<file path="src/crpe_pkg.sv">
// crpe_pkg: shared types, widths and opcodes of the catmull-rom point evaluator
// used by every module under src; depends on nothing else
package crpe_pkg;

	localparam int COORD_W     = 16;
	localparam int POS_W       = 16;
	localparam int FRAC_BITS   = 12;
	localparam int NUM_POINTS  = 16;
	localparam int WINDOW      = 4;
	localparam int IDX_W       = $clog2(NUM_POINTS);
	localparam int SEG_W       = POS_W - FRAC_BITS;
	localparam int BANKS       = WINDOW;
	localparam int BANK_W      = $clog2(BANKS);
	localparam int BANK_ROWS   = NUM_POINTS / BANKS;
	localparam int ROW_W       = IDX_W - BANK_W;
	localparam int WORD_W      = 2 * COORD_W;
	localparam int QUEUE_DEPTH = 4;
	localparam int QPTR_W      = $clog2(QUEUE_DEPTH);

	// datapath widths, each sized for the worst case of the stage feeding it
	localparam int A_W   = COORD_W + 4;
	localparam int C_W   = COORD_W + 1;
	localparam int M1_W  = A_W + FRAC_BITS + 2;
	localparam int ACC_W = M1_W + FRAC_BITS + 2;
	localparam int MID_W = ACC_W - FRAC_BITS;
	localparam int TOT_W = MID_W + FRAC_BITS + 2;
	localparam int R_W   = TOT_W - 2 * FRAC_BITS - 1;

	localparam logic signed [TOT_W-1:0] RND_HALF = TOT_W'(1) << (2 * FRAC_BITS);
	localparam logic signed [COORD_W-1:0] COORD_MAX = {1'b0, {(COORD_W-1){1'b1}}};
	localparam logic signed [COORD_W-1:0] COORD_MIN = {1'b1, {(COORD_W-1){1'b0}}};

	localparam logic OP_LOAD = 1'b0;
	localparam logic OP_EVAL = 1'b1;

	typedef struct packed {
		logic                      op;
		logic [IDX_W-1:0]          point_index;
		logic signed [COORD_W-1:0] point_x;
		logic signed [COORD_W-1:0] point_y;
		logic [POS_W-1:0]          position;
	} in_item_t;

	typedef struct packed {
		logic signed [COORD_W-1:0] curve_x;
		logic signed [COORD_W-1:0] curve_y;
		logic                      range_error;
	} out_item_t;

	// decoded command held in the queue between front and back
	typedef struct packed {
		logic                         wr_en;
		logic                         rd_en;
		logic                         range_err;
		logic [BANK_W-1:0]            wr_bank;
		logic [ROW_W-1:0]             wr_row;
		logic [WORD_W-1:0]            wr_data;
		logic [BANKS-1:0][ROW_W-1:0]  rd_row;
		logic [BANK_W-1:0]            rot;
		logic [FRAC_BITS-1:0]         frac;
	} cmd_t;

	typedef struct packed {
		logic full;
		logic nonempty;
	} q_status_t;

endpackage

</file>
<file path="src/crpe_front.sv">
// crpe_front: decodes an accepted item into a queue command
// bank and row addressing of the point window; uses crpe_pkg
module crpe_front (
	input  crpe_pkg::in_item_t item,
	output crpe_pkg::cmd_t     cmd
);
	import crpe_pkg::*;

	logic [SEG_W-1:0]  seg;
	logic [BANK_W-1:0] rot;
	logic [IDX_W-1:0]  pt [BANKS];

	assign seg = item.position[POS_W-1:FRAC_BITS];
	assign rot = BANK_W'(seg);

	always_comb begin
		// bank k holds every point whose index is k modulo the bank count
		for (int k = 0; k < BANKS; k++) begin
			pt[k] = IDX_W'(seg) + IDX_W'(BANK_W'(BANK_W'(k) - rot));
		end
	end

	always_comb begin
		cmd.wr_en     = (item.op == OP_LOAD) && (32'(item.point_index) < NUM_POINTS);
		cmd.rd_en     = (item.op == OP_EVAL);
		cmd.range_err = (32'(seg) + 32'(WINDOW - 1)) >= NUM_POINTS;
		cmd.wr_bank   = item.point_index[BANK_W-1:0];
		cmd.wr_row    = item.point_index[IDX_W-1:BANK_W];
		cmd.wr_data   = {item.point_y, item.point_x};
		for (int k = 0; k < BANKS; k++) begin
			cmd.rd_row[k] = pt[k][IDX_W-1:BANK_W];
		end
		cmd.rot  = rot;
		cmd.frac = item.position[FRAC_BITS-1:0];
	end

endmodule

</file>
<file path="config.mk">
export PLATFORM = sky130hd
export DESIGN_NAME = crpe_front
export DESIGN_NICKNAME = d
export VERILOG_FILES = /design/src/crpe_pkg.sv /design/src/crpe_front.sv
export SDC_FILE = /design/constraint.sdc
export NUM_CORES = 1
export LEC_CHECK = 0
export ABC_AREA = 1
export BUFFER_PORTS_ARGS = -buffer_cell sky130_fd_sc_hd__clkbuf_2
export CORE_MARGIN = 3
export CORE_UTILIZATION = 26
export DETAILED_ROUTE_END_ITERATION = 7
export PLACE_DENSITY = 0.89
export SETUP_SLACK_MARGIN = 0.1
export SYNTH_ARGS = -nofsm -noshare
export SYNTH_HDL_FRONTEND = slang
export SYNTH_SLANG_ARGS = --single-unit
</file>
<file path="constraint.sdc">
create_clock -name vclk -period 1.3
set_input_delay 0.13 -clock vclk [all_inputs]
set_output_delay 0.13 -clock vclk [all_outputs]
set_load 0.01 [all_outputs]
</file>
==> flow_results.org, run 1 <==
** Die
- Core outline area :: 1760 um2
- The die covers 2490 um2.
- The initial utilization of the core area, before any placement, comes to 28.4%.
- The floorplan step set the die height to 49.9 um.
- 114 I/O pins were placed.
- Row count :: 15
- Horizontal extent of the die :: 49.9 um

** Setup path
- STA classifies the critical path startpoint as an input pin.
- At the worst endpoint, the arrival time is 860 ps.
- At the worst endpoint, the required time is 1170 ps.
- Library cell contributing the largest single delay on the critical path :: sky130_fd_sc_hd__ha_1
- For this run, the slowest stage of the critical path takes 180 ps.
- The critical path goes through clkbuf_2, nand2_1, inv_1, ha_1, xor2_1, clkbuf_2.
- Most Frequent Cell on Critical Path :: sky130_fd_sc_hd__clkbuf_2
- Critical path endpoint category :: output pin
- Category of cells accounting for the largest share of critical-path delay :: buffers and inverters
- Sum of buffers and inverters on the critical path :: 3
- Critical path start-end classification :: in2out
- Largest fanout of any net on the critical path :: 6

** Clocking
- CTS Hold Bufs :: 0
- Post-CTS sizing :: 0
- The number of setup buffers added after CTS is 0.

** Power
- Across the VDD grid, the largest voltage drop is 0.0813 mV.
- Lkg Pwr :: 0.151 nW
- In this run the power density over the cells is 379 nW/um2.

** Timing
- Setup violations remaining at the end of the flow were counted as 0.
- Final worst path period need :: 993 ps
- Derived from the worst setup path, the maximum achievable clock frequency is 1010 MHz.
- Worst-margin pin slew :: 162 ps
- Share of the cycle needed by the critical path after routing :: 76.4%
- The total count of max-transition violations in the final report was 0.
- Measured against its own limit, the worst slew margin works out to 89.1%.
- Unrepaired setup endpoints after global routing :: false
- The total count of hold-check failures in the final report was 0.
- Final sum of negative setup slack :: 0 ps
- Hold is met by 260 ps.
- Worst-case setup margin in the final layout :: 307 ps

** Synthesis
- During synthesis, Yosys emitted a total of 0 warnings.
- Number of different library cells in the post-synthesis netlist :: 9
- Net count after synthesis :: 126
- Summing the areas of all compound-gate instances in the mapped netlist gives 1.00% of the synthesized area.
- Post-synthesis cell type with the largest combined area :: sky130_fd_sc_hd__buf_4
- Number of cells produced by synthesis :: 71
- Largest family of logic cells by synthesized area :: buffers and inverters
- Sequential elements use 0% of the synthesized area.
- The synthesized netlist devotes 5.25% of its cell area to XOR and XNOR gates.
- The mapped netlist covers 500 um2.
- Dividing the synthesized area by the synthesized cell count gives 7.05 um2.
- Of the post-synthesis cell area, the dominant cell type holds 79.5%.
- Post-synthesis adder-cell area fraction :: 5.00%
- Top cells by area in the synthesized netlist :: sky130_fd_sc_hd__buf_4 80%, sky130_fd_sc_hd__ha_1 5.0%, sky130_fd_sc_hd__inv_1 3.8%
- Summing the areas of all and, or, nand and nor instances in the mapped netlist gives 5.50% of the synthesized area.
- Multiplexer area fraction after synthesis :: 0%

** Layout
- At the end of the flow, the number of nets in the layout was 93.
- 0 antenna diodes ended up in the layout.
- Cells fill 12.7% of the core in the end.
- Post-route design area :: 224 um2
- Sequential cell count of the final layout :: 0
- From synthesis to final layout, the design area changed by -55.2%.
- Registers take 0 um2.
- Counting the fill cells in the layout gives 216.
- The multi-input combinational cells in the finished layout cover a total of 83.8 um2.
- The clock buffers instantiated in the layout total 0.
- The post-route netlist has 50.0% of its cells at a drive strength greater than 1.

** GRT
- For this run, global-route usage on met3 was measured as 3.32%.
- Global routing used 6.58% of the available tracks.
- In the global route stage, met2 resource usage came out at 10.4%.
- Global routing used 3.99% of the available met1 tracks.
- For this run the aggregate overflow at the end of global routing stands at 0.
- After global routing, the most crowded layer is met4.
- Entering global routing, the biggest net connects 7 pins.
- Number of antenna violations at the first check in global routing :: 0
- Global-route wire length before repair :: 1280 um
- The via count of the first global-routing pass is 241.

** Placement
- Gpl congestion :: 0.656
- After legalization and detailed placement, the total HPWL measured 776 um.
- Post-place instance area :: 224 um2
- Prior to clock tree synthesis, the placed netlist has a worst setup slack of 302 ps.
- IO buf count :: 18

** Job
- Max Cap Viol :: 0

** Route
- The final route contains 231 vias.
- For this run, design rule violations remaining after detail routing come to 0.
- Iter 0 DRT Violations :: 0
- Antenna-violating nets left :: 0
- WL/cell :: 14.4 um
- For this run, the detailed router's first-pass iteration total came to 1.
- The routed design has 880 um of wire.
- Dividing the detail-routed via count by the number of cells gives 3.79.

** Hold path
- Hold/Removal Path Class :: in2out

** Run status
- The run finished with clean final reports.
## kinds of logic (layout without fill, tap and decap cells)
family          count (synthesis)  in the layout
compound gates                  1              1
xor+xnor                        3              3
fa+ha+maj                       2              2
buf+inv                        58             23
simple gates                    7              7
## worst paths after layout
| check | startpoint | to | slack [ps] | cells after the start |
|---|---|---|---|---|
| worst max-delay path | item[13] | cmd[19] | 310 | 6 |
| worst min-delay path | item[34] | cmd[24] | 260 | 0 |
## final cells by class
| type | instances | area share [%] |
|---|---|---|
| multi-input cells | 13 | 37.4 |
| repair buffers | 18 | 40.2 |
| inverters | 5 | 8.38 |
| well taps | 25 | 14.0 |
## stage by stage
stage / total power [W] / cells
4_1_cts: 0.0000873 / 61
2_1_floorplan: 0.000203 / 71
3_3_place_gp: 0.0000866 / 61
5_1_grt: 0.0000946 / 61
3_5_place_dp: 0.0000870 / 61
6_report: 0.0000849 / 61
## cell usage in the layout (no fill, tap or decap)
| cell type | synthesis | layout |
|---|---|---|
| sky130_fd_sc_hd__nor2_1 | 2 | 2 |
| sky130_fd_sc_hd__inv_1 | 5 | 5 |
| sky130_fd_sc_hd__nand3_1 | 1 | 1 |
| sky130_fd_sc_hd__nand2_1 | 4 | 4 |
| sky130_fd_sc_hd__xnor2_1 | 1 | 1 |
| sky130_fd_sc_hd__clkbuf_2 | 0 | 18 |
| sky130_fd_sc_hd__xor2_1 | 2 | 2 |
| sky130_fd_sc_hd__o21ai_1 | 1 | 1 |
| sky130_fd_sc_hd__ha_1 | 2 | 2 |
## routing by layer
layer,vias to the layer above,share of wire (%)
li1,89,-
met4,0,15
met3,24,21
met5,-,0
met1,89,22
met2,29,42
## Yosys cell counts
cell,number
sky130_fd_sc_hd__nor2_1,2
sky130_fd_sc_hd__xor2_1,2
sky130_fd_sc_hd__xnor2_1,1
sky130_fd_sc_hd__nand3_1,1
sky130_fd_sc_hd__nand2_1,4
sky130_fd_sc_hd__ha_1,2
sky130_fd_sc_hd__buf_4,53
sky130_fd_sc_hd__o21ai_1,1
sky130_fd_sc_hd__inv_1,5
## where the power goes
part           internal (W)  switching [W]  total [W]
clock                     0              0          0
sequential                0              0          0
combinational     0.0000356      0.0000493  0.0000849
Note: power is estimated with default switching activity, not from simulation.
==> run 2: changes to the inputs <==
CORE_UTILIZATION = 22   (was 26)
PLACE_DENSITY = 0.8   (was 0.89)
clock period = 0.9 ns   (was 1.3 ns; I/O delays follow)
==> flow_results.org, run 2 (same netlist as run 1, synthesis figures left out) <==
** Timing
- At the pin with the least slew margin, the transition time is 182 ps.
- After layout, the worst path uses 88.8% of the clock period.
- Count of endpoints failing hold in the final timing report :: 0
- The routed design could run at a clock period as short as 799 ps.
- Summed over all failing endpoints, the final setup total negative slack is 0 ps.
- Final count of pins violating max slew :: 0
- Max-Slew Margin vs Limit :: 87.8%
- Setup violations remaining at the end of the flow were counted as 0.
- Unrepaired setup endpoints after global routing :: true
- For this run, the top clock speed supported by timing is 1250 MHz.
- On the final layout, the worst hold slack is 180 ps.

** Layout
- Summing all flip-flop and latch instances after layout gives 0 um2.
- After filler insertion, the fill cell instance count of the layout stands at 236.
- In the final layout, the share of cells above drive strength 1 is 62.2%.
- Sequential cell count of the final layout :: 0
- For this run, the share of the core covered by cells in the final layout is 14.0%.
- Number of diodes added for antenna fixing :: 0
- After layout, the clock buffer instance count stands at 0.
- Commonest cells after routing, fill and taps aside :: 12 x sky130_fd_sc_hd__clkbuf_2, 4 x sky130_fd_sc_hd__inv_1, 3 x sky130_fd_sc_hd__nand2_1
- The library cell used most frequently in the layout, excluding fill and tap cells, is sky130_fd_sc_hd__clkbuf_2.
- Compared with the post-synthesis result, the final layout area differs by -42.5%.
- Layout net count :: 94
- The finished layout holds 64 standard cells, fillers aside.

** Placement
- IO buf count :: 18
- Placed cell count :: 63
- Summed over all nets, the half-perimeter wirelength after detailed placement is 551 um.
- Gpl congestion :: 0.708

** Setup path
- For the worst setup path, the data required time is 810 ps.
- The worst setup path is of the in2out kind.
- Largest stage delay on the critical path :: 190 ps
- The worst setup path is launched from an input pin.
- In this run the worst path has a maximum fanout of 6.
- Traced cell by cell, the critical path runs through clkbuf_4, ha_2, xor2_1, buf_2.
- Critical path data arrival time :: 710 ps
- Critical path endpoint category :: output pin
- Library cell contributing the largest single delay on the critical path :: sky130_fd_sc_hd__ha_2

** Die
- Row count :: 16
- The initial utilization of the core area, before any placement, comes to 24.3%.
- The die is 53.7 um wide.
- The die covers 2880 um2.
- Core outline area :: 2060 um2
- Floorplan die height :: 53.7 um
- Number of placed I/O pins :: 114

** Route
- For this run, design rule violations remaining after detail routing come to 0.
- After detailed routing, the number of vias per cell comes to 3.25.
- Routed via count :: 208
- After detailed routing, the total wire length is 748 um.
- The detailed router finished its first iteration with 0 violations.
- Detailed-router iteration count before antenna repair :: 1
- The count of nets left with antenna violations once routing finished came out at 0.
- In the final routed layout, each cell accounts on average for 11.7 um.

** GRT
- Entering global routing, the biggest net connects 7 pins.
- Summed over all layers, the global routing overflow is 0.
- The number of antenna violations at the first check in global routing was 0.
- Across every metal layer, demand over resource in global routing totals 4.97%.
- The via count of the first global-routing pass was 191.
- Global-route wire length before repair :: 1080 um

** Job
- The tool flagged a number of max-cap violations equal to 0.

** Power
- Power spread over the standard cell area amounts to 537 nW/um2.
- Summed over all cells, the static leakage comes to 0.165 nW.
- Total Power :: 0.000154 W
- Worst-case vdd ir drop :: 0.190 mV

** Run status
- Result of the run :: complete, no violations

** Hold path
- Along the worst hold path, the cell count comes to 0.
- In this run the worst hold path is classified as in2out.
- The path with the worst hold slack has its endpoint at cmd[11].
- Hold wc startpoint :: item[11]

** Clocking
- CTS Hold Bufs :: 0
==> run 2: changes by cell type in the layout (fill, tap and decap cells not counted), sizes merged <==
cell / previous run / this run
clkbuf: 18 / 13
buf: 0 / 6
==> run 2: per-stage QoR <==
step,setup WS [ps],instance area [um2]
finish,101,288
global route,47.9,288
CTS,88.5,272
detailed placement,26.8,226
global placement,42.3,226
floorplan,235,500
==> run 2: layout make-up <==
type                       count  area (um2)  share of cell area [%]
tap                           27        33.8                    11.7
multi-input combinational     13         106                    37.0
inverter                       5        21.3                    7.39
timing repair buffer          19         126                    43.9
==> run 2: power by group <==
part | total, W | switching [W] | internal (W)
Sequential | 0 | 0 | 0
Combinational | 0.000154 | 0.0000786 | 0.0000758
Clock | 0 | 0 | 0
==> run 2: layer usage <==
metal / share of wire (%) / wire length, um / track usage (%) / vias up
met5: 0 / 0 / 0 / -
met4: 5.6 / 42 / 4.26 / 0
met3: 20 / 148 / 3.05 / 12
met2: 49 / 370 / 7.86 / 19
met1: 25 / 187 / 4.41 / 84
li1: - / - / - / 93
==> run 2: repair_timing <==
| action | CTS | global route |
|---|---|---|
| cloned | 0 | 0 |
| buffers inserted | 1 | 0 |
| endpoints found under the setup margin | 2 | 5 |
| pin swaps | 1 | 1 |
| gates resized for setup | 8 | 8 |
==> run 2: worst max path at each step <==
stage / cells past startpoint / end / slack, ps / startpoint
detailed placement: 6 / cmd[19] / 30 / item[13]
global placement: 6 / cmd[19] / 40 / item[13]
CTS: 4 / cmd[17] / 90 / item[14]
floorplan: 4 / cmd[19] / 240 / item[12]
finish: 4 / cmd[17] / 100 / item[14]
global route: 6 / cmd[19] / 50 / item[13]
==> run 2: worst max-delay path, delay by kind of cell <==
| kind | cells | cell delay [ps] |
|---|---|---|
| xor gates and xnor gates | 1 | 130 |
| buffers and inverters | 2 | 300 |
| adders and majority gates | 1 | 190 |
==> run 3: changes to the inputs <==
PLACE_DENSITY = 0.89   (was 0.8)
==> flow_results.org, run 3 (same netlist as run 1, synthesis figures left out) <==
** Timing
- Worst-margin pin slew :: 149 ps
- The total count of hold-check failures in the final report is 0.
- Setup repair after global routing could not meet its margin everywhere.
- Final count of pins violating max slew :: 0
- Final worst path period need :: 798 ps
- Worst-case setup margin in the final layout :: 102 ps
- Final sum of negative setup slack :: 0 ps
- Max-Slew Margin vs Limit :: 90.0%
- The worst path uses 88.7% of the clock period.
- Setup violations remaining at the end of the flow were counted as 0.
- Maximum frequency from static timing analysis :: 1250 MHz

** GRT
- The via count of the first global-routing pass is 236.
- Global-route usage over all layers :: 5.48%
- The total overflow left after global routing is 0.
- Number of antenna violations at the first check in global routing :: 0
- Global-route wire length before repair :: 1190 um
- Largest net degree at the start of global routing :: 7

** Route
- Total detailed-routing wirelength :: 891 um
- Across all layers, the routed design uses 230 vias.
- In this run, the number of DRC markers left after iteration 0 of detailed routing was 0.
- In the final routed layout, each cell accounts on average for 14.1 um.
- Once detail routing completed, the nets flagged for antenna violations numbered 0.
- Number of DRC violations after detailed routing :: 0
- In the routed layout, each cell is associated on average with a via count of 3.65.
- For this run, the detailed router's first-pass iteration total came to 1.

** Power
- Power per standard cell area :: 525 nW/um2
- Total Power :: 0.000145 W
- Lkg Pwr :: 0.155 nW
- For this design the total switching power over the nets is 0.0000768 W.
- In this run, flip-flops and latches consume 0% of the power.
- Combinational logic burns 100.0% of the power.
- Clock network fraction of design power :: 0%
- In this run switching power makes up 52.9% of total power.
- Internal power :: 0.0000683 W
- Across the VDD grid, the largest voltage drop is 0.178 mV.

** Die
- The die covers 2880 um2.
- Horizontal extent of the die :: 53.7 um
- Row count :: 16
- Number of placed I/O pins :: 114
- Core outline area :: 2060 um2
- Initial Util :: 24.3%
- In this run the vertical extent of the chip is 53.7 um.

** Setup path
- The largest individual stage delay along the critical path comes from the cell sky130_fd_sc_hd__ha_4.
- Sequence of cells on the critical path :: buf_8, nand2_2, inv_2, ha_4, xor2_1, buf_2
- Critical path required time :: 810 ps
- The number of buffers and inverters on the critical path is 3.
- Critical path endpoint category :: output pin
- Critical path data arrival time :: 710 ps
- The worst setup path is of the in2out kind.
- Category of the worst setup path launch point :: input pin
- Largest stage delay on the critical path :: 140 ps
- Category of cells accounting for the largest share of critical-path delay :: buffers and inverters
- Critical path depth :: 6
- Of all nets on the critical path, the largest fanout is 6.

** Layout
- 0 antenna diodes ended up in the layout.
- For this run, the post-layout net count is 93.
- Commonest cells after routing, fill and taps aside :: 13 x sky130_fd_sc_hd__clkbuf_2, 4 x sky130_fd_sc_hd__inv_1, 3 x sky130_fd_sc_hd__nand2_1
- Measured on the finished design, the core utilization comes to 13.4%.
- From synthesis to final layout, the design area changed by -44.8%.
- The final layout contains a sequential cell count of 0.
- Most common cell after layout, fill and taps aside :: sky130_fd_sc_hd__clkbuf_2
- The layout has 0 clock buffers.
- Summing all flip-flop and latch instances after layout gives 0 um2.
- Post-route design area :: 277 um2
- Share of post-route cells with drive strength above 1 :: 61.1%

** Hold path
- Worst Hold Path EP :: cmd[24]
- Hold/Removal Path Class :: in2out
- Worst Hold Path Cells :: 0
- The worst hold path begins at item[34].

** Placement
- HPWL Detailed :: 756 um
- IO buf count :: 18
- Before CTS, the worst setup slack after placement is 26.4 ps.
- The congestion estimate from routability-driven global placement came to 0.675.
- Summing all placed instances gives a cell area of 226 um2.

** Clocking
- The number of hold buffers added after CTS was 0.
- Buffers inserted during post-CTS setup optimization :: 0

** Run status
- Result of the run :: complete, no violations

** Job
- The tool flagged a number of max-cap violations equal to 0.
[run 3: cell types whose count changed in the layout (fill, tap and decap cells not counted), sizes merged]
cell / before / now
buf: 6 / 5
[run 3: layout make-up]
| class | instances | area (um2) |
|---|---|---|
| Timing Repair Buffer | 18 | 113 |
| Tap cell | 27 | 33.8 |
| Fill cell | 244 | 1790 |
| Inverter | 5 | 18.8 |
| Multi-Input combinational cell | 13 | 111 |
[run 3: worst max path at each step]
stage,start,end,slack (ps)
after floorplan,item[12],cmd[19],240
after detailed placement,item[13],cmd[19],30
after global routing,item[13],cmd[19],60
final,item[13],cmd[19],100
after global placement,item[13],cmd[19],40
after CTS,item[14],cmd[17],80
[run 3: metal layers]
layer / wire length, um / GRT usage, % / up-vias / share of wire [%]
met4: 95 / 8.09 / 0 / 11
met1: 171 / 2.78 / 87 / 19
met5: 0 / 0 / - / 0
met3: 231 / 3.60 / 20 / 26
li1: - / - / 89 / -
met2: 392 / 9.48 / 34 / 44
[run 3: what timing repair did]
action | in CTS | in global routing
resized for setup | 7 | 7
hold endpoints to repair | 0 | 0
pin swaps | 1 | 2
endpoints found under the setup margin | 3 | 3
[run 3: power groups by stage]
stage                     registers [W]  clock network (W)  logic [W]
after global routing                  0                  0   0.000163
after global placement                0                  0   0.000126
final                                 0                  0   0.000145
after detailed placement              0                  0   0.000127
after CTS                             0                  0   0.000139
after floorplan                       0                  0   0.000294
[run 3: metrics by stage]
step | hold slack [ps] | std cells
after global routing | 180 | 63
after CTS | 180 | 63
after global placement | 180 | 63
after floorplan | 224 | 71
after detailed placement | 180 | 63
final | 180 | 63
