**config.mk**
```make
export PLATFORM = sky130hd
export DESIGN_NAME = crpe_queue
export DESIGN_NICKNAME = d
export VERILOG_FILES = /design/src/crpe_pkg.sv /design/src/crpe_queue.sv
export SDC_FILE = /design/constraint.sdc
export NUM_CORES = 1
export LEC_CHECK = 0
export BUFFER_PORTS_ARGS = -buffer_cell sky130_fd_sc_hd__buf_2
export CAP_MARGIN = 20
export CORE_MARGIN = 2
export CORE_UTILIZATION = 35
export DETAILED_ROUTE_END_ITERATION = 10
export GPL_ROUTABILITY_DRIVEN = 0
export PLACE_DENSITY = 0.63
export SETUP_SLACK_MARGIN = 0.1
export SKIP_CTS_REPAIR_TIMING = 1
export SYNTH_ARGS = -nofsm -noshare
export SYNTH_HDL_FRONTEND = slang
export SYNTH_SLANG_ARGS = --single-unit
```
**constraint.sdc**
```tcl
create_clock -name clk -period 3.6 [get_ports clk]
set_clock_uncertainty 0.2 [all_clocks]
set_input_delay 0.36 -clock clk [delete_from_list [all_inputs] [get_ports clk]]
set_output_delay 0.36 -clock clk [all_outputs]
set_load 0.02 [all_outputs]
```
**src/crpe_pkg.sv**
```systemverilog
// crpe_pkg: shared types, widths and opcodes of the catmull-rom point evaluator
// used by every module under src; depends on nothing else
package crpe_pkg;

	localparam int COORD_W     = 16;
	localparam int POS_W       = 16;
	localparam int FRAC_BITS   = 12;
	localparam int NUM_POINTS  = 16;
	localparam int WINDOW      = 4;
	localparam int IDX_W       = $clog2(NUM_POINTS);
	localparam int SEG_W       = POS_W - FRAC_BITS;
	localparam int BANKS       = WINDOW;
	localparam int BANK_W      = $clog2(BANKS);
	localparam int BANK_ROWS   = NUM_POINTS / BANKS;
	localparam int ROW_W       = IDX_W - BANK_W;
	localparam int WORD_W      = 2 * COORD_W;
	localparam int QUEUE_DEPTH = 4;
	localparam int QPTR_W      = $clog2(QUEUE_DEPTH);

	// datapath widths, each sized for the worst case of the stage feeding it
	localparam int A_W   = COORD_W + 4;
	localparam int C_W   = COORD_W + 1;
	localparam int M1_W  = A_W + FRAC_BITS + 2;
	localparam int ACC_W = M1_W + FRAC_BITS + 2;
	localparam int MID_W = ACC_W - FRAC_BITS;
	localparam int TOT_W = MID_W + FRAC_BITS + 2;
	localparam int R_W   = TOT_W - 2 * FRAC_BITS - 1;

	localparam logic signed [TOT_W-1:0] RND_HALF = TOT_W'(1) << (2 * FRAC_BITS);
	localparam logic signed [COORD_W-1:0] COORD_MAX = {1'b0, {(COORD_W-1){1'b1}}};
	localparam logic signed [COORD_W-1:0] COORD_MIN = {1'b1, {(COORD_W-1){1'b0}}};

	localparam logic OP_LOAD = 1'b0;
	localparam logic OP_EVAL = 1'b1;

	typedef struct packed {
		logic                      op;
		logic [IDX_W-1:0]          point_index;
		logic signed [COORD_W-1:0] point_x;
		logic signed [COORD_W-1:0] point_y;
		logic [POS_W-1:0]          position;
	} in_item_t;

	typedef struct packed {
		logic signed [COORD_W-1:0] curve_x;
		logic signed [COORD_W-1:0] curve_y;
		logic                      range_error;
	} out_item_t;

	// decoded command held in the queue between front and back
	typedef struct packed {
		logic                         wr_en;
		logic                         rd_en;
		logic                         range_err;
		logic [BANK_W-1:0]            wr_bank;
		logic [ROW_W-1:0]             wr_row;
		logic [WORD_W-1:0]            wr_data;
		logic [BANKS-1:0][ROW_W-1:0]  rd_row;
		logic [BANK_W-1:0]            rot;
		logic [FRAC_BITS-1:0]         frac;
	} cmd_t;

	typedef struct packed {
		logic full;
		logic nonempty;
	} q_status_t;

endpackage

```
**src/crpe_queue.sv**
```systemverilog
// crpe_queue: short command queue between front and back
// holds crpe_pkg::cmd_t entries; uses crpe_pkg
module crpe_queue (
	input  logic                 clk,
	input  logic                 arst_n,
	input  logic                 push,
	input  crpe_pkg::cmd_t       push_cmd,
	input  logic                 pop,
	output crpe_pkg::cmd_t       head,
	output crpe_pkg::q_status_t  status
);
	import crpe_pkg::*;

	cmd_t               slot_q [QUEUE_DEPTH];
	logic [QPTR_W-1:0]  wptr_q;
	logic [QPTR_W-1:0]  rptr_q;
	logic [QPTR_W:0]    count_q;

	always_ff @(posedge clk or negedge arst_n) begin
		if (!arst_n) begin
			wptr_q  <= '0;
			rptr_q  <= '0;
			count_q <= '0;
		end else begin
			if (push) wptr_q <= wptr_q + 1'b1;
			if (pop) rptr_q <= rptr_q + 1'b1;
			count_q <= count_q + (QPTR_W+1)'(push) - (QPTR_W+1)'(pop);
		end
	end

	always_ff @(posedge clk) begin
		if (push) slot_q[wptr_q] <= push_cmd;
	end

	assign head            = slot_q[rptr_q];
	assign status.full     = (count_q == (QPTR_W+1)'(QUEUE_DEPTH));
	assign status.nonempty = (count_q != '0);

endmodule

```
==> impl_metrics.xml, run 1 <==
<?xml version="1.0" encoding="UTF-8"?>
<metrics>
  <group name="outcome">
    <metric name="run_status" unit="">finished, final reports clean</metric>
  </group>
  <group name="route">
    <metric name="route.antenna.remaining_nets" unit="">0</metric>
    <metric name="drcViolationCount" unit="">0</metric>
    <metric name="drt-pass1-iter-count" unit="">4</metric>
    <metric name="drt_iter0_drc" unit="">287</metric>
    <metric name="routed_via_density" unit="">4.624</metric>
    <metric name="finalWirelength" unit="um">16980</metric>
    <metric name="wire_per_inst" unit="um">18.54</metric>
    <metric name="via_count" unit="">4236</metric>
  </group>
  <group name="logic_synthesis">
    <metric name="sequential_cell_area_fraction_in_the_yosys_report" unit="">0.8097</metric>
    <metric name="avgSynthCellArea" unit="um2">26.25</metric>
    <metric name="yosysWarnings" unit="">0</metric>
    <metric name="mapped_cells" unit="">353</metric>
    <metric name="synth.distinct_cells" unit="">17</metric>
    <metric name="synthesis.area" unit="mm2">0.009265</metric>
    <metric name="synthesis.nets" unit="">425</metric>
    <metric name="synth.ff_latch_count" unit="">251</metric>
  </group>
  <group name="placed_design">
    <metric name="post-place-ws" unit="ps">959.6</metric>
    <metric name="place.detailed.hpwl" unit="um">9321</metric>
    <metric name="port_buffers" unit="">127</metric>
    <metric name="area_of_placed_instances" unit="mm2">0.01019</metric>
    <metric name="numPlacedInstances" unit="">802</metric>
  </group>
  <group name="global_routing">
    <metric name="grt_max_degree" unit="">63</metric>
    <metric name="first_pass_grt_wire_length" unit="um">25570</metric>
    <metric name="first_global_vias" unit="">4493</metric>
    <metric name="grtUsageTotal" unit="">0.1191</metric>
    <metric name="gr-total-overflow" unit="">0</metric>
    <metric name="antenna_found_initial" unit="">0</metric>
  </group>
  <group name="floorplan">
    <metric name="placeableCoreArea" unit="mm2">0.02606</metric>
    <metric name="floorplan.die.width" unit="um">166.7</metric>
    <metric name="starting_density_of_the_core" unit="">0.3555</metric>
    <metric name="top_level_ports" unit="">128</metric>
    <metric name="die_h" unit="um">166.7</metric>
    <metric name="row_count" unit="">59</metric>
    <metric name="die_area" unit="mm2">0.02779</metric>
  </group>
  <group name="worst_setup_path">
    <metric name="timing.critical_path.arrival" unit="ps">2540</metric>
    <metric name="reg2reg_depth" unit="">3</metric>
    <metric name="crit_path_start_kind" unit="">flip-flop</metric>
    <metric name="endpoint_kind" unit="">output pin</metric>
    <metric name="worst_path_fanout_max" unit="">37</metric>
    <metric name="worstSetupEndpoint" unit="">head[18]</metric>
    <metric name="crit-reg2reg-capture" unit="">slot_q[0][15]</metric>
    <metric name="worst_path_required" unit="ps">3040</metric>
    <metric name="timing_worst_setup_path_type" unit="">flip-flop to output pin</metric>
    <metric name="worstReg2RegStart" unit="">wptr_q[0]</metric>
    <metric name="reg2reg_slack" unit="ps">1530</metric>
    <metric name="launching_element_of_the_worst_setup_path" unit="">rptr_q[0]</metric>
  </group>
  <group name="clock_tree">
    <metric name="cts_made_buffers" unit="">27</metric>
    <metric name="clkSlewWorstSetupHoldPaths" unit="ps">60</metric>
    <metric name="clock_tree.buffer_depth" unit="">3</metric>
    <metric name="clock-sinks" unit="">251</metric>
    <metric name="h-tree-depth" unit="">1</metric>
    <metric name="tritoncts" unit="">built</metric>
    <metric name="ctsRootBufferMaster" unit="">sky130_fd_sc_hd__clkbuf_16</metric>
    <metric name="worstSkewPairLatency" unit="ps">510</metric>
  </group>
  <group name="power">
    <metric name="power_per_cell_area" unit="mW/mm2">815.0</metric>
    <metric name="power_switching_share" unit="">0.3057</metric>
    <metric name="internal_power_component" unit="mW">6.616</metric>
    <metric name="sequentialPowerShare" unit="">0.445</metric>
    <metric name="irDropWorstVdd" unit="uV">547.0</metric>
    <metric name="total_leakage_power" unit="nW">4.034</metric>
    <metric name="p_switching" unit="mW">2.913</metric>
    <metric name="comb_power_share" unit="">0.274</metric>
    <metric name="pwr-share-clk" unit="">0.280</metric>
  </group>
  <group name="timing">
    <metric name="final.setup.tns" unit="ps">0</metric>
    <metric name="maxClockFrequency" unit="MHz">322.5</metric>
    <metric name="finalWorstPathRequiredPeriod" unit="ps">3101</metric>
    <metric name="layout_setup_ws" unit="ps">499.5</metric>
    <metric name="timing_max_transition_violations_final" unit="">0</metric>
    <metric name="report.final.setup_viol" unit="">0</metric>
    <metric name="slew_at_the_pin_closest_to_its_max_slew_limit" unit="ps">1003</metric>
    <metric name="finalHoldViolations" unit="">0</metric>
    <metric name="rsz0062_at_grt" unit="">false</metric>
    <metric name="period_share" unit="">0.8613</metric>
    <metric name="slew_headroom" unit="">0.3311</metric>
  </group>
  <group name="finish">
    <metric name="final_cell_count_no_fill" unit="">916</metric>
    <metric name="area_used_by_multi_input_combinational_logic" unit="mm2">0.001584</metric>
    <metric name="design.final.nets" unit="">632</metric>
    <metric name="n_antenna_cell" unit="">0</metric>
    <metric name="final-seq-area" unit="mm2">0.007510</metric>
    <metric name="finalCoreUtilization" unit="">0.4486</metric>
    <metric name="layout_cells_sized_above_1" unit="">0.3924</metric>
    <metric name="most_common_cell_after_layout_fill_and_taps_aside" unit="">sky130_fd_sc_hd__edfxtp_1</metric>
    <metric name="finalInstanceArea" unit="mm2">0.01169</metric>
    <metric name="most_frequent_cells_in_the_layout" unit="">sky130_fd_sc_hd__edfxtp_1, sky130_fd_sc_hd__buf_2, sky130_fd_sc_hd__dlygate4sd3_1</metric>
    <metric name="final_layout_fill_cell_count" unit="">2214</metric>
    <metric name="syn_to_final_growth" unit="%">26.18</metric>
  </group>
  <group name="run">
    <metric name="max_capacitance_violation_total" unit="">0</metric>
  </group>
  <group name="hold_path">
    <metric name="worst_hold_path_type" unit="">input pin to async pin</metric>
  </group>
</metrics>
[final cells by class]
| class | instances | share of cell area |
|---|---|---|
| Sequential cell | 251 | 0.6423 |
| Timing Repair Buffer | 192 | 0.1109 |
| Inverter | 6 | 0.001926 |
| Tap cell | 335 | 0.03585 |
| Clock buffer | 38 | 0.06132 |
| Clock inverter | 12 | 0.01220 |
| Multi-Input combinational cell | 82 | 0.1355 |
[synth_stat cells]
cell type | number | area share
sky130_fd_sc_hd__xor2_1 | 3 | 0.0028
sky130_fd_sc_hd__ha_1 | 6 | 0.0081
sky130_fd_sc_hd__o21ai_0 | 1 | 0.00054
sky130_fd_sc_hd__inv_1 | 6 | 0.0024
sky130_fd_sc_hd__mux4_2 | 58 | 0.14
sky130_fd_sc_hd__edfxtp_1 | 244 | 0.79
sky130_fd_sc_hd__and2_1 | 4 | 0.0027
sky130_fd_sc_hd__mux4_1 | 3 | 0.0085
sky130_fd_sc_hd__xnor2_1 | 2 | 0.0019
sky130_fd_sc_hd__dfrtp_1 | 7 | 0.019
sky130_fd_sc_hd__or3_1 | 1 | 0.00068
sky130_fd_sc_hd__buf_12 | 6 | 0.013
sky130_fd_sc_hd__nand2_1 | 2 | 0.00081
sky130_fd_sc_hd__buf_2 | 7 | 0.0038
sky130_fd_sc_hd__fa_1 | 1 | 0.0022
sky130_fd_sc_hd__and3_1 | 1 | 0.00068
sky130_fd_sc_hd__buf_6 | 1 | 0.0012
[power by group through the flow]
stage / clock (mW) / combinational, mW / sequential, mW
floorplan: 0 / 2.18 / 3.99
global placement: 0 / 2.61 / 4.29
detailed placement: 0 / 2.64 / 4.33
CTS: 2.75 / 2.65 / 4.27
global route: 2.86 / 2.80 / 4.33
finish: 2.67 / 2.62 / 4.24
[stage by stage]
stage	power (mW)	hold WS (ps)
2_1_floorplan	6.171	-135.6
3_3_place_gp	6.896	1.167
3_5_place_dp	6.973	5.241
4_1_cts	9.669	-551.3
5_1_grt	9.995	24.82
6_report	9.529	17.53
[worst max-delay path: stages, from the launching register on]
cell                      delay [ps]
sky130_fd_sc_hd__dfrtp_4         940
sky130_fd_sc_hd__buf_12          330
sky130_fd_sc_hd__mux4_2          560
sky130_fd_sc_hd__buf_2           180
[metal layers]
layer | track usage | vias up | share of wire
met5 | 0 | - | 0
met4 | 0.03148 | 0 | 0.019
met3 | 0.03184 | 30 | 0.050
met2 | 0.2195 | 113 | 0.53
met1 | 0.1369 | 2163 | 0.41
li1 | - | 1930 | -
[kinds of logic (layout without fill, tap and decap cells)]
logic type / after synthesis / in the layout / share of synthesized area
AND/OR/NAND/NOR: 8 / 8 / 0.004862
AO/OA/AOI/OAI: 1 / 1 / 0.0005397
adder cells (fa/ha/maj): 7 / 7 / 0.01026
flip-flops: 251 / 251 / 0.8097
XOR/XNOR: 5 / 5 / 0.004727
multiplexers: 61 / 61 / 0.1495
buffers and inverters: 20 / 248 / 0.02039
[worst min path at each step]
stage                start          to  slack [ps]  cells after the start
global placement    arst_n  count_q[1]           1                      1
finish              arst_n  count_q[2]          20                      2
CTS                 arst_n   rptr_q[1]        -550                      1
detailed placement  arst_n  count_q[2]           5                      1
floorplan           arst_n  count_q[0]        -140                      0
global route        arst_n   wptr_q[1]          20                      2
[registers in the layout, summed over array words and instances (netlist names)]
register and cells:
rptr_q 2, wptr_q 2, slot_q 244, count_q 3
Power figures use the tool's default switching activity.
==> run 2, diff against run 1 <==
--- a/config.mk
+++ b/config.mk
@@ -5,6 +5,7 @@
 export SDC_FILE = /design/constraint.sdc
 export NUM_CORES = 1
 export LEC_CHECK = 0
+export ABC_AREA = 1
 export BUFFER_PORTS_ARGS = -buffer_cell sky130_fd_sc_hd__buf_2
 export CAP_MARGIN = 20
 export CORE_MARGIN = 2
==> impl_metrics.xml, run 2 <==
<?xml version="1.0" encoding="UTF-8"?>
<metrics>
  <group name="worst_setup_path">
    <metric name="largest_stage_delay_on_the_critical_path" unit="ps">490</metric>
    <metric name="timing.critical_path.arrival" unit="ps">2230</metric>
    <metric name="endpoint_kind" unit="">output pin</metric>
    <metric name="worst_path_required" unit="ps">3040</metric>
    <metric name="timing_worst_setup_path_type" unit="">flip-flop to output pin</metric>
    <metric name="path_cells" unit="">inv_4 &gt; buf_12 &gt; nand2_1 &gt; nand3_1 &gt; nand2_1 &gt; buf_2</metric>
    <metric name="worst_path_fanout_max" unit="">52</metric>
    <metric name="most_repeated_library_cell_on_the_critical_path" unit="">sky130_fd_sc_hd__nand2_1</metric>
    <metric name="crit_path_start_kind" unit="">flip-flop</metric>
    <metric name="timing.critical_path.buf_inv" unit="">3</metric>
    <metric name="worst_path_max_delay_cell" unit="">sky130_fd_sc_hd__dfrtp_4</metric>
    <metric name="crit_path_max_delay_family" unit="">buffers and inverters</metric>
  </group>
  <group name="finish">
    <metric name="most_common_cell_after_layout_fill_and_taps_aside" unit="">sky130_fd_sc_hd__nand2_1</metric>
    <metric name="design.final.nets" unit="">1264</metric>
    <metric name="biggestRegsByFlops" unit="">slot_q (244), count_q (3)</metric>
    <metric name="largest_register" unit="">slot_q</metric>
    <metric name="flip_flop_count_of_the_largest_register_after_layout" unit="">244</metric>
    <metric name="most_frequent_cells_in_the_layout" unit="">sky130_fd_sc_hd__nand2_1, sky130_fd_sc_hd__inv_1, sky130_fd_sc_hd__edfxtp_1</metric>
    <metric name="area_used_by_multi_input_combinational_logic" unit="mm2">0.001937</metric>
    <metric name="n_antenna_cell" unit="">0</metric>
    <metric name="syn_to_final_growth" unit="%">23.25</metric>
    <metric name="layout_cells_sized_above_1" unit="">0.1481</metric>
    <metric name="final-seq-area" unit="mm2">0.007507</metric>
    <metric name="final_layout_fill_cell_count" unit="">2699</metric>
    <metric name="finalCoreUtilization" unit="">0.4414</metric>
  </group>
  <group name="route">
    <metric name="via_count" unit="">6887</metric>
    <metric name="drcViolationCount" unit="">0</metric>
    <metric name="wire_per_inst" unit="um">13.56</metric>
    <metric name="routed_via_density" unit="">4.307</metric>
    <metric name="drt_iter0_drc" unit="">376</metric>
    <metric name="finalWirelength" unit="um">21680</metric>
    <metric name="drt-pass1-iter-count" unit="">4</metric>
    <metric name="route.antenna.remaining_nets" unit="">0</metric>
  </group>
  <group name="global_routing">
    <metric name="grtUsageTotal" unit="">0.1351</metric>
    <metric name="gr-total-overflow" unit="">0</metric>
    <metric name="first_global_vias" unit="">6567</metric>
    <metric name="grt_max_degree" unit="">71</metric>
    <metric name="first_pass_grt_wire_length" unit="um">33240</metric>
    <metric name="antenna_found_initial" unit="">0</metric>
  </group>
  <group name="power">
    <metric name="comb_power_share" unit="">0.377</metric>
    <metric name="p_switching" unit="mW">3.941</metric>
    <metric name="internal_power_component" unit="mW">6.486</metric>
    <metric name="finalPower" unit="mW">10.43</metric>
    <metric name="power_per_cell_area" unit="mW/mm2">792.8</metric>
    <metric name="total_leakage_power" unit="nW">6.069</metric>
    <metric name="pwr-share-clk" unit="">0.244</metric>
    <metric name="power_switching_share" unit="">0.3780</metric>
    <metric name="sequentialPowerShare" unit="">0.379</metric>
    <metric name="irDropWorstVdd" unit="uV">606.3</metric>
  </group>
  <group name="timing">
    <metric name="slew_at_the_pin_closest_to_its_max_slew_limit" unit="ps">840.1</metric>
    <metric name="final.setup.tns" unit="ps">0</metric>
    <metric name="slew_headroom" unit="">0.4399</metric>
    <metric name="period_share" unit="">0.7758</metric>
    <metric name="finalHoldViolations" unit="">0</metric>
    <metric name="maxClockFrequency" unit="MHz">358.0</metric>
    <metric name="final_layout_worst_hold_slack" unit="ps">20.46</metric>
    <metric name="finalWorstPathRequiredPeriod" unit="ps">2793</metric>
    <metric name="timing_max_transition_violations_final" unit="">0</metric>
    <metric name="report.final.setup_viol" unit="">0</metric>
    <metric name="rsz0062_at_grt" unit="">false</metric>
    <metric name="layout_setup_ws" unit="ps">807.0</metric>
  </group>
  <group name="logic_synthesis">
    <metric name="synth.ff_latch_count" unit="">251</metric>
    <metric name="sequential_cell_area_fraction_in_the_yosys_report" unit="">0.7030</metric>
    <metric name="synth_ff_type" unit="">sky130_fd_sc_hd__edfxtp_1</metric>
    <metric name="synth.top_cells.by_count" unit="">sky130_fd_sc_hd__nand2_1, sky130_fd_sc_hd__inv_1, sky130_fd_sc_hd__edfxtp_1, sky130_fd_sc_hd__nand3_1, sky130_fd_sc_hd__buf_2</metric>
    <metric name="ys_top_cells_by_area" unit="">sky130_fd_sc_hd__edfxtp_1, sky130_fd_sc_hd__nand2_1, sky130_fd_sc_hd__inv_1, sky130_fd_sc_hd__nand3_1, sky130_fd_sc_hd__dfrtp_1</metric>
    <metric name="synth.most_common_cell" unit="">sky130_fd_sc_hd__nand2_1</metric>
    <metric name="asyncSetResetFlopFracSynth" unit="">0.02789</metric>
    <metric name="mapped_cells" unit="">1002</metric>
    <metric name="avgSynthCellArea" unit="um2">10.65</metric>
    <metric name="synth_enable_flop_cells" unit="">244</metric>
    <metric name="synthesis.area" unit="mm2">0.01067</metric>
    <metric name="yosys.area.top_type_share" unit="">0.6866</metric>
    <metric name="library_cell_occupying_the_most_area_in_the_post_synthesis_netlist" unit="">sky130_fd_sc_hd__edfxtp_1</metric>
    <metric name="yosysWarnings" unit="">0</metric>
    <metric name="synth.distinct_cells" unit="">17</metric>
    <metric name="synthesis.nets" unit="">1074</metric>
  </group>
  <group name="hold_path">
    <metric name="worst_hold_path_type" unit="">input pin to async pin</metric>
  </group>
  <group name="clock_tree">
    <metric name="h-tree-depth" unit="">1</metric>
    <metric name="clock-sinks" unit="">251</metric>
    <metric name="clock_tree.buffer_depth" unit="">3</metric>
    <metric name="ctsRootBufferMaster" unit="">sky130_fd_sc_hd__clkbuf_16</metric>
    <metric name="tritoncts" unit="">built</metric>
    <metric name="clkSlewWorstSetupHoldPaths" unit="ps">60</metric>
    <metric name="cts_made_buffers" unit="">27</metric>
    <metric name="worstSkewPairLatency" unit="ps">520</metric>
  </group>
  <group name="outcome">
    <metric name="run_status" unit="">finished, final reports clean</metric>
  </group>
  <group name="run">
    <metric name="max_capacitance_violation_total" unit="">0</metric>
  </group>
  <group name="floorplan">
    <metric name="die_h" unit="um">178.6</metric>
    <metric name="die_area" unit="mm2">0.03190</metric>
    <metric name="starting_density_of_the_core" unit="">0.3582</metric>
    <metric name="row_count" unit="">63</metric>
    <metric name="top_level_ports" unit="">128</metric>
    <metric name="floorplan.die.width" unit="um">178.6</metric>
    <metric name="placeableCoreArea" unit="mm2">0.02980</metric>
  </group>
  <group name="placed_design">
    <metric name="place.detailed.hpwl" unit="um">12170</metric>
    <metric name="post-place-ws" unit="ps">1303</metric>
    <metric name="port_buffers" unit="">127</metric>
  </group>
</metrics>
run 2: cell types whose count changed in the layout (fill, tap and decap cells not counted), sizes merged, moves of 2 or more:
cell | before | now
mux4 | 61 | 0
clkinvlp | 3 | 0
inv | 7 | 255
nand3 | 0 | 124
nand2 | 2 | 316
buf | 128 | 138
clkbuf | 38 | 30
and2 | 4 | 0
xnor2 | 2 | 0
clkinv | 5 | 17
run 2: worst paths after layout:
kind	slack [ps]	endpoint	cells past startpoint	from
max in group asynchronous	2970	rptr_q[0]	2	arst_n
setup reg to reg	1440	slot_q[2][18]	5	wptr_q[0]
setup / recovery	810	head[44]	6	rptr_q[0]
hold / removal	20	count_q[0]	2	arst_n
hold reg to reg	340	wptr_q[0]	1	wptr_q[0]
min in group clk	340	wptr_q[0]	1	wptr_q[0]
run 2: final cells by class:
type / count / share of cell area
Sequential cell: 251 / 0.5708
Clock buffer: 30 / 0.05223
Tap cell: 390 / 0.03710
Inverter: 258 / 0.07420
Clock inverter: 16 / 0.009418
Timing Repair Buffer: 202 / 0.1090
Multi-Input combinational cell: 452 / 0.1473
run 2: kinds of logic (layout without fill, tap and decap cells):
family | count (synthesis) | in the layout | share of synthesized area
AO/OA/AOI/OAI | 1 | 1 | 0.0004685
XOR/XNOR | 3 | 3 | 0.002463
adder cells (fa/ha/maj) | 7 | 7 | 0.008911
buffers and inverters | 299 | 506 | 0.1155
flip-flops | 251 | 251 | 0.7030
AND/OR/NAND/NOR | 441 | 441 | 0.1697
run 2: per-layer routing:
layer | part of all wire | routed length [um] | GRT usage | vias up
met5 | 0 | 0 | 0 | -
met4 | 0.027 | 585 | 0.05217 | 0
met3 | 0.051 | 1112 | 0.02835 | 46
met2 | 0.51 | 11030 | 0.2450 | 156
met1 | 0.41 | 8945 | 0.1555 | 3190
li1 | - | - | - | 3495
run 2: power groups by stage:
stage	registers (mW)	logic [mW]	clock network (mW)
6_report	3.95	3.93	2.54
5_1_grt	4.00	4.41	2.72
4_1_cts	3.95	3.98	2.62
3_5_place_dp	4.01	3.97	0
3_3_place_gp	4.00	3.92	0
2_1_floorplan	4.00	2.74	0
run 2: per-stage QoR:
stage	cells	area, um2
final	1599	13150
after global routing	1599	13150
after CTS	1535	12510
after detailed placement	1489	11700
after global placement	1489	11700
after floorplan	1002	10670
